## config.mk

```make
export PLATFORM = sky130hd
export DESIGN_NAME = debounced_monoflop_top
export DESIGN_NICKNAME = d
export VERILOG_FILES = /design/src/hw/rtl/dbmf_pkg.sv /design/src/hw/rtl/debounced_monoflop_top.sv /design/src/hw/rtl/dbmf_step.sv
export SDC_FILE = /design/constraint.sdc
export NUM_CORES = 1
export LEC_CHECK = 0
export BUFFER_PORTS_ARGS = -buffer_cell sky130_fd_sc_hd__buf_2
export CAP_MARGIN = 20
export CORE_ASPECT_RATIO = 1.25
export CORE_MARGIN = 1
export CORE_UTILIZATION = 47
export CTS_CLUSTER_SIZE = 12
export DETAILED_ROUTE_END_ITERATION = 10
export GPL_TIMING_DRIVEN = 0
export PLACE_DENSITY = 0.69
export SLEW_MARGIN = 20
export SYNTH_ARGS = -nofsm -noshare
export SYNTH_HDL_FRONTEND = slang
export SYNTH_SLANG_ARGS = --single-unit
```

## constraint.sdc

```tcl
create_clock -name clock -period 5.25 [get_ports clock]
set_input_delay 0.525 -clock clock [delete_from_list [all_inputs] [get_ports clock]]
set_output_delay 0.525 -clock clock [all_outputs]
set_load 0.05 [all_outputs]
```

## src/hw/rtl/dbmf_pkg.sv

```systemverilog
// Shared types and constants for the debounced monoflop.
// No dependencies; used by dbmf_step and debounced_monoflop_top.
`default_nettype none

package dbmf_pkg;

   localparam int unsigned TimeWidth  = 32;
   localparam int unsigned DelayWidth = 16;
   localparam int unsigned IndexWidth = 3;

   // Register indexes on the csr port
   localparam logic [IndexWidth-1:0] RegHighDelay   = 3'd0;
   localparam logic [IndexWidth-1:0] RegLowDelay    = 3'd1;
   localparam logic [IndexWidth-1:0] RegDebounce    = 3'd2;
   localparam logic [IndexWidth-1:0] RegPressedLvl  = 3'd3;
   localparam logic [IndexWidth-1:0] RegAutoStart   = 3'd4;

   typedef enum logic [2:0] {
      PH_LOW      = 3'd0,
      PH_LOW_RUN  = 3'd1,
      PH_LOW_END  = 3'd2,
      PH_HIGH     = 3'd3,
      PH_HIGH_RUN = 3'd4,
      PH_HIGH_END = 3'd5
   } phase_type;

   typedef struct packed {
      logic [DelayWidth-1:0] high_delay_ms;
      logic [DelayWidth-1:0] low_delay_ms;
      logic [DelayWidth-1:0] debounce_ms;
      logic                  pressed_level;
      logic                  auto_start;
   } cfg_type;

   typedef struct packed {
      phase_type            mono_phase;
      logic [TimeWidth-1:0] timer_end;
      logic [TimeWidth-1:0] holdoff_until;
      logic                 pin_now;
      logic                 pin_before;
      logic                 startup_pending;
   } mono_state_type;

endpackage

`default_nettype wire

```

## src/hw/rtl/debounced_monoflop_top.sv

```systemverilog
// Debounced monoflop with a one-poll-per-transaction stream interface.
// Depends on dbmf_pkg and dbmf_step.
//
// Each req transaction is one poll (time stamp and pin level) and yields
// exactly one rsp transaction with the new phase and a changed flag. A poll
// is registered on entry, then combinational compare/add logic updates the
// monoflop state and loads the rsp register; a new poll is accepted every
// cycle, limited only by rsp_tready. Registers are written via the csr port
// (always ready); the user must do so only while idle, which is not enforced.
`default_nettype none

module debounced_monoflop_top (
   input  logic        clock,
   input  logic        reset,
   // req_tdata: [31:0] now_ms, [32] pin_level, [39:33] zero
   input  logic        req_tvalid,
   output logic        req_tready,
   input  logic [39:0] req_tdata,
   // rsp_tdata: [2:0] phase, [3] phase_changed, [7:4] zero
   output logic        rsp_tvalid,
   input  logic        rsp_tready,
   output logic [7:0]  rsp_tdata,
   // configuration writes
   input  logic                                csr_valid,
   output logic                                csr_ready,
   input  logic [dbmf_pkg::IndexWidth-1:0]     csr_index,
   input  logic [dbmf_pkg::DelayWidth-1:0]     csr_data
);

   dbmf_pkg::cfg_type                 cfg_ff;
   dbmf_pkg::mono_state_type          state_ff;
   dbmf_pkg::mono_state_type          state_in;
   logic                              in_valid_ff;
   logic [dbmf_pkg::TimeWidth-1:0]    in_now_ff;
   logic                              in_pin_ff;
   logic                              rsp_valid_ff;
   dbmf_pkg::phase_type               rsp_phase_ff;
   logic                              rsp_changed_ff;
   logic                              advance;

   // stage moves when the rsp register is free or being drained
   assign advance    = !rsp_valid_ff || rsp_tready;
   assign req_tready = !in_valid_ff || advance;
   assign csr_ready  = 1'b1;

   // configuration registers
   always_ff @(posedge clock) begin
      if (reset) begin
         cfg_ff <= '0;
      end else if (csr_valid) begin
         case (csr_index)
            dbmf_pkg::RegHighDelay:  cfg_ff.high_delay_ms <= csr_data;
            dbmf_pkg::RegLowDelay:   cfg_ff.low_delay_ms  <= csr_data;
            dbmf_pkg::RegDebounce:   cfg_ff.debounce_ms   <= csr_data;
            dbmf_pkg::RegPressedLvl: cfg_ff.pressed_level <= csr_data[0];
            dbmf_pkg::RegAutoStart:  cfg_ff.auto_start    <= csr_data[0];
            default: ;
         endcase
      end
   end

   // input register
   always_ff @(posedge clock) begin
      if (reset) begin
         in_valid_ff <= 1'b0;
      end else if (req_tready) begin
         in_valid_ff <= req_tvalid;
      end
   end

   always_ff @(posedge clock) begin
      if (req_tvalid && req_tready) begin
         in_now_ff <= req_tdata[dbmf_pkg::TimeWidth-1:0];
         in_pin_ff <= req_tdata[dbmf_pkg::TimeWidth];
      end
   end

   dbmf_step u_step (
      .cfg       (cfg_ff),
      .cur       (state_ff),
      .now_ms    (in_now_ff),
      .pin_level (in_pin_ff),
      .nxt       (state_in)
   );

   // monoflop state
   always_ff @(posedge clock) begin
      if (reset) begin
         state_ff.mono_phase      <= dbmf_pkg::PH_LOW_END;
         state_ff.timer_end       <= '0;
         state_ff.holdoff_until   <= '0;
         state_ff.pin_now         <= 1'b0;
         state_ff.pin_before      <= 1'b0;
         state_ff.startup_pending <= 1'b1;
      end else if (in_valid_ff && advance) begin
         state_ff <= state_in;
      end
   end

   // result register
   always_ff @(posedge clock) begin
      if (reset) begin
         rsp_valid_ff <= 1'b0;
      end else if (advance) begin
         rsp_valid_ff <= in_valid_ff;
      end
   end

   always_ff @(posedge clock) begin
      if (in_valid_ff && advance) begin
         rsp_phase_ff   <= state_in.mono_phase;
         rsp_changed_ff <= state_in.mono_phase != state_ff.mono_phase;
      end
   end

   assign rsp_tvalid = rsp_valid_ff;
   assign rsp_tdata  = {4'b0000, rsp_changed_ff, rsp_phase_ff};

endmodule

`default_nettype wire

```

## src/hw/rtl/dbmf_step.sv

```systemverilog
// One poll of the debounced monoflop: next state from current state and a poll.
// Depends on dbmf_pkg.
`default_nettype none

module dbmf_step (
   input  dbmf_pkg::cfg_type                  cfg,
   input  dbmf_pkg::mono_state_type           cur,
   input  logic [dbmf_pkg::TimeWidth-1:0]     now_ms,
   input  logic                               pin_level,
   output dbmf_pkg::mono_state_type           nxt
);

   logic [dbmf_pkg::DelayWidth-1:0] high_hold;
   logic [dbmf_pkg::DelayWidth-1:0] low_hold;
   logic                            timer_passed;
   logic                            in_holdoff;

   // hold times floored to the debounce time
   assign high_hold = (cfg.high_delay_ms > cfg.debounce_ms) ? cfg.high_delay_ms
                                                             : cfg.debounce_ms;
   assign low_hold  = (cfg.low_delay_ms > cfg.debounce_ms) ? cfg.low_delay_ms
                                                            : cfg.debounce_ms;

   assign timer_passed = now_ms > cur.timer_end;
   assign in_holdoff   = cur.holdoff_until > now_ms;

   always_comb begin
      nxt            = cur;
      nxt.pin_before = cur.pin_now;
      case (cur.mono_phase)
         dbmf_pkg::PH_HIGH: begin
            nxt.mono_phase = dbmf_pkg::PH_HIGH_RUN;
            nxt.timer_end  = now_ms + {{(dbmf_pkg::TimeWidth-dbmf_pkg::DelayWidth){1'b0}},
                                       high_hold};
         end
         dbmf_pkg::PH_LOW: begin
            nxt.mono_phase = dbmf_pkg::PH_LOW_RUN;
            nxt.timer_end  = now_ms + {{(dbmf_pkg::TimeWidth-dbmf_pkg::DelayWidth){1'b0}},
                                       low_hold};
         end
         default: begin
            if (timer_passed && cur.mono_phase == dbmf_pkg::PH_LOW_RUN) begin
               nxt.mono_phase = dbmf_pkg::PH_LOW_END;
            end else if (timer_passed && cur.mono_phase == dbmf_pkg::PH_HIGH_RUN) begin
               nxt.mono_phase = dbmf_pkg::PH_HIGH_END;
            end else if (!in_holdoff) begin
               // pin is read
               nxt.pin_now = pin_level;
               if (cur.startup_pending && cfg.auto_start) begin
                  nxt.mono_phase      = pin_level ? dbmf_pkg::PH_HIGH_END : dbmf_pkg::PH_HIGH;
                  nxt.startup_pending = 1'b0;
               end else begin
                  if (pin_level != cur.pin_now) begin
                     nxt.holdoff_until = now_ms +
                        {{(dbmf_pkg::TimeWidth-dbmf_pkg::DelayWidth){1'b0}}, cfg.debounce_ms};
                  end
                  if (cur.mono_phase == dbmf_pkg::PH_LOW_END &&
                      pin_level == cfg.pressed_level) begin
                     nxt.mono_phase = dbmf_pkg::PH_HIGH;
                  end else if (cur.mono_phase == dbmf_pkg::PH_HIGH_END &&
                               pin_level != cfg.pressed_level) begin
                     nxt.mono_phase = dbmf_pkg::PH_LOW;
                  end
               end
            end
         end
      endcase
   end

endmodule

`default_nettype wire
```

==> load_flow_metrics.sql <==
INSERT INTO impl_metrics (metric_group, metric, value, unit) VALUES
('clocking', 'number_of_hold_repair_buffers_added_at_the_cts_stage', '0', ''),
('worst_hold_path', 'hp-class', 'input port to flip-flop', ''),
('sta', 'finalHoldWorstSlack', '249.8', 'ps'),
('sta', 'tightest_slew', '956.8', 'ps'),
('layout', 'num-nets-final', '1482', ''),
('clocking', 'cts.root.buffer_cell', 'clkbuf_16', ''),
('clocking', 'clock_buffers_created_by_tritoncts', '17', ''),
('routing', 'drc_violation_total_after_the_first_tritonroute_iteration', '642', ''),
('clocking', 'htree_levels', '4', ''),
('critical_path', 'timing.setup.critical_path_class', 'flip-flop to flip-flop', ''),
('critical_path', 'timing.critical_path.fanout_max', '8', ''),
('logic_synthesis', 'synth-edff-count', '37', ''),
('global_route', 'grt_overflow', '0', ''),
('placed_design', 'place_inst', '1539', ''),
('logic_synthesis', 'seq_area_frac_synth', '34.55', '%'),
('sta', 'min_period_over_period', '95.54', '%'),
('placed_design', 'place_hpwl', '21690', 'um'),
('sta', 'finalSetupViolCount', '0', ''),
('clocking', 'clkSlewWorstSetupHoldPaths', '70', 'ps'),
('logic_synthesis', 'postSynthRegisterBits', '158', ''),
('routing', 'via_count', '8921', ''),
('placed_design', 'preCtsSetupSlack', '-1017', 'ps'),
('clocking', 'insertion_delay_to_the_later_sink_of_the_worst_skew_pair', '450', 'ps'),
('logic_synthesis', 'yosys.cell_types.count', '68', ''),
('logic_synthesis', 'top_cells_by_area_synth', 'dfxtp_1 24%, ha_1 16%, edfxtp_1 11%, nand2_1 5.9%, a21oi_1 5.9%', ''),
('die', 'floorplan.initialDensity', '47.63', '%'),
('die', 'die-area', '0.02236', 'mm2'),
('critical_path', 'crit_required', '5610', 'ps'),
('die', 'ios', '75', ''),
('routing', 'routed_wl', '28000', 'um'),
('power', 'cellPowerDensity', '310.0', 'mW/mm2'),
('sta', 'hold_viol', '0', ''),
('layout', 'n_antenna_cell', '0', ''),
('flow_run', 'cap_violations', '0', ''),
('global_route', 'grt_first_pass_wirelength', '45340', 'um'),
('sta', 'max_transition_margin', '35.79', '%'),
('layout', 'flow.area_growth_from_synthesis', '14.99', '%'),
('global_route', 'grt_antenna_before_repair', '0', ''),
('global_route', 'via_count_of_the_first_global_routing_pass', '8853', ''),
('logic_synthesis', 'synthDominantCellAreaShare', '23.68', '%'),
('die', 'floorplan.die.height', '166.9', 'um'),
('logic_synthesis', 'ys.flop_type', 'dfxtp_1', ''),
('global_route', 'grt_max_degree', '26', ''),
('routing', 'drc_errors', '0', ''),
('logic_synthesis', 'synthArstFlopShare', '0', '%'),
('critical_path', 'cpMaxStageDelayCell', 'a221o_1', ''),
('die', 'placeableCoreArea', '0.02147', 'mm2'),
('clocking', 'tritoncts', 'built', ''),
('power', 'ir_drop', '0.0002213', 'V'),
('logic_synthesis', 'synthDominantAreaCellType', 'dfxtp_1', ''),
('clocking', 'cts.path.max_buffers', '2', ''),
('sta', 'fin_worst_skew', '11.19', 'ps'),
('routing', 'detail_route.vias_per_cell', '5.646', ''),
('placed_design', 'final_weighted_congestion_of_routability_driven_global_placement', '0.9019', ''),
('die', 'fp.dieW', '133.9', 'um'),
('routing', 'drt_pass1_iterations', '5', ''),
('sta', 'post-route-worst-setup-slack', '234.2', 'ps'),
('sta', 'timing.fmax', '0.1994', 'GHz'),
('layout', 'fin_cells', '1580', ''),
('routing', 'drtAntennaViolNets', '0', ''),
('routing', 'wl_cell', '17.72', 'um'),
('critical_path', 'worst_path_largest_cell_delay', '380', 'ps'),
('placed_design', 'port_buffers', '61', ''),
('logic_synthesis', 'ys.warnings.count', '0', ''),
('logic_synthesis', 'synth.cell_area', '0.01023', 'mm2'),
('logic_synthesis', 'cells_after_synthesis', '1195', ''),
('power', 'power_leakage', '4.752', 'nW'),
('critical_path', 'worstSetupEndpointType', 'flip-flop', ''),
('clocking', 'clock_sinks', '158', ''),
('die', 'placementRows', '60', ''),
('critical_path', 'critical_path.startpoint_type', 'flip-flop', ''),
('sta', 'post-route-min-period', '5016', 'ps'),
('logic_synthesis', 'post-synth-top-count-cell', 'nand2_1', ''),
('logic_synthesis', 'ys_top_cells_by_count', '161 x nand2_1, 128 x ha_1, 121 x dfxtp_1', ''),
('global_route', 'grt_util_all_layers', '26.13', '%'),
('sta', 'final_max_slew_viol_count', '0', ''),
('critical_path', 'worst_ep_arrival_time', '5380', 'ps'),
('critical_path', 'cp_cell_sequence', 'inv_1, ha_1, a21o_1, a21o_1, a211o_1, a21oi_2, o21ai_1, a221o_1, o211ai_4, clkbuf_8, o221a_2, ha_1, inv_1, fa_2, nor2b_1, o21a_1, o21ai_2, a211o_1, and3_2, o31ai_4, buf_12, nand3_1, xnor2_1, a211oi_1', ''),
('logic_synthesis', 'syn-mean-instance-area', '8.558', 'um2'),
('outcome', 'run_status', 'finished clean', ''),
('layout', 'drive_gt1_share', '12.76', '%');
[critical path: cells and delay by family, from the launching register on]
kind | cells | cell delay, ps
AO/OA/AOI/OAI | 13 | 2640
XOR/XNOR | 1 | 150
adder cells (fa/ha/maj) | 3 | 810
buffers and inverters | 4 | 500
flip-flops | 1 | 370
AND/OR/NAND/NOR | 3 | 440
[layer usage]
metal / GRT usage (%) / vias to the layer above / wire length [um]
met4: 12.50 / 0 / 1244
met3: 3.927 / 81 / 990
met2: 47.26 / 211 / 14220
li1: - / 4439 / -
met1: 29.66 / 4190 / 11540
met5: 0 / - / 0
[placed cells by master (no fill, tap or decap), drive strengths merged, types with 6 or more instances in the layout]
master,instances
o21bai,6
dfxtp,121
a211oi,36
nor2b,9
nand2b,8
nand2,161
mux2i,20
a211o,7
o221a,16
nand4,28
o21ai,37
nand3,32
nor3,19
a21oi,120
and2,7
a21o,23
a31oi,6
or3,23
buf,84
ha,128
nor4,8
edfxtp,37
nor2,82
clkbuf,57
xor2,12
inv,101
xnor2,46
[cell families after synthesis]
| family | after synthesis | share of synthesized area [%] |
|---|---|---|
| DFF | 158 | 34.55 |
| buffers and inverters | 144 | 5.799 |
| other | 2 | 0.07343 |
| AOI/OAI and AO/OA | 286 | 18.66 |
| xor gates and xnor gates | 58 | 4.967 |
| adders and majority gates | 130 | 16.05 |
| muxes | 20 | 1.957 |
| and+or+nand+nor | 397 | 17.95 |
[area by class of cell]
class / instances / area, um2
multi-input combinational: 896 / 6210
buffer: 48 / 245.2
sequential: 158 / 3538
fill: 2100 / 9711
clock buffer: 21 / 525.5
tap: 279 / 349.1
timing repair buffer: 72 / 425.4
clock inverter: 11 / 110.1
inverter: 95 / 356.6
[metrics by stage]
step | setup TNS (ps) | instance area [um2] | power (mW) | util (%)
after CTS | 0 | 11700 | 3.623 | 54.50
after floorplan | 0 | 10240 | 1.993 | -
final | 0 | 11760 | 3.646 | 54.77
after detailed placement | -16150 | 10920 | 2.227 | 50.86
after global routing | -18.82 | 11760 | 3.810 | 54.77
after global placement | -18540 | 10890 | 2.204 | 50.73
[power breakdown]
group | total, mW | internal, mW | switching, mW
combinational | 0.960 | 0.410 | 0.550
clock | 1.34 | 0.777 | 0.561
sequential | 1.35 | 1.30 | 0.0496
[state kept, by name, summed over array words and instances, names as in the netlist]
register        flops
in_now_ff          32
in_pin_ff           1
in_valid_ff         1
cfg_ff             50
rsp_phase_ff        3
rsp_tvalid          1
state_ff           69
rsp_changed_ff      1
[timing repair]
action                     CTS  global route
gates resized for setup     14            16
buffers inserted             8             2
setup endpoints to repair   23            18
pin swaps                    6             6
[worst paths after layout]
path              slack, ps         start           end  cells after the start
setup / recovery        230     cfg_ff[4]  state_ff[59]                     24
hold / removal          250  req_tdata[5]  in_now_ff[5]                      1
setup reg to reg        230     cfg_ff[4]  state_ff[59]                     24
hold reg to reg         450  state_ff[40]  state_ff[40]                      2
(Power assumes the default switching activity.)
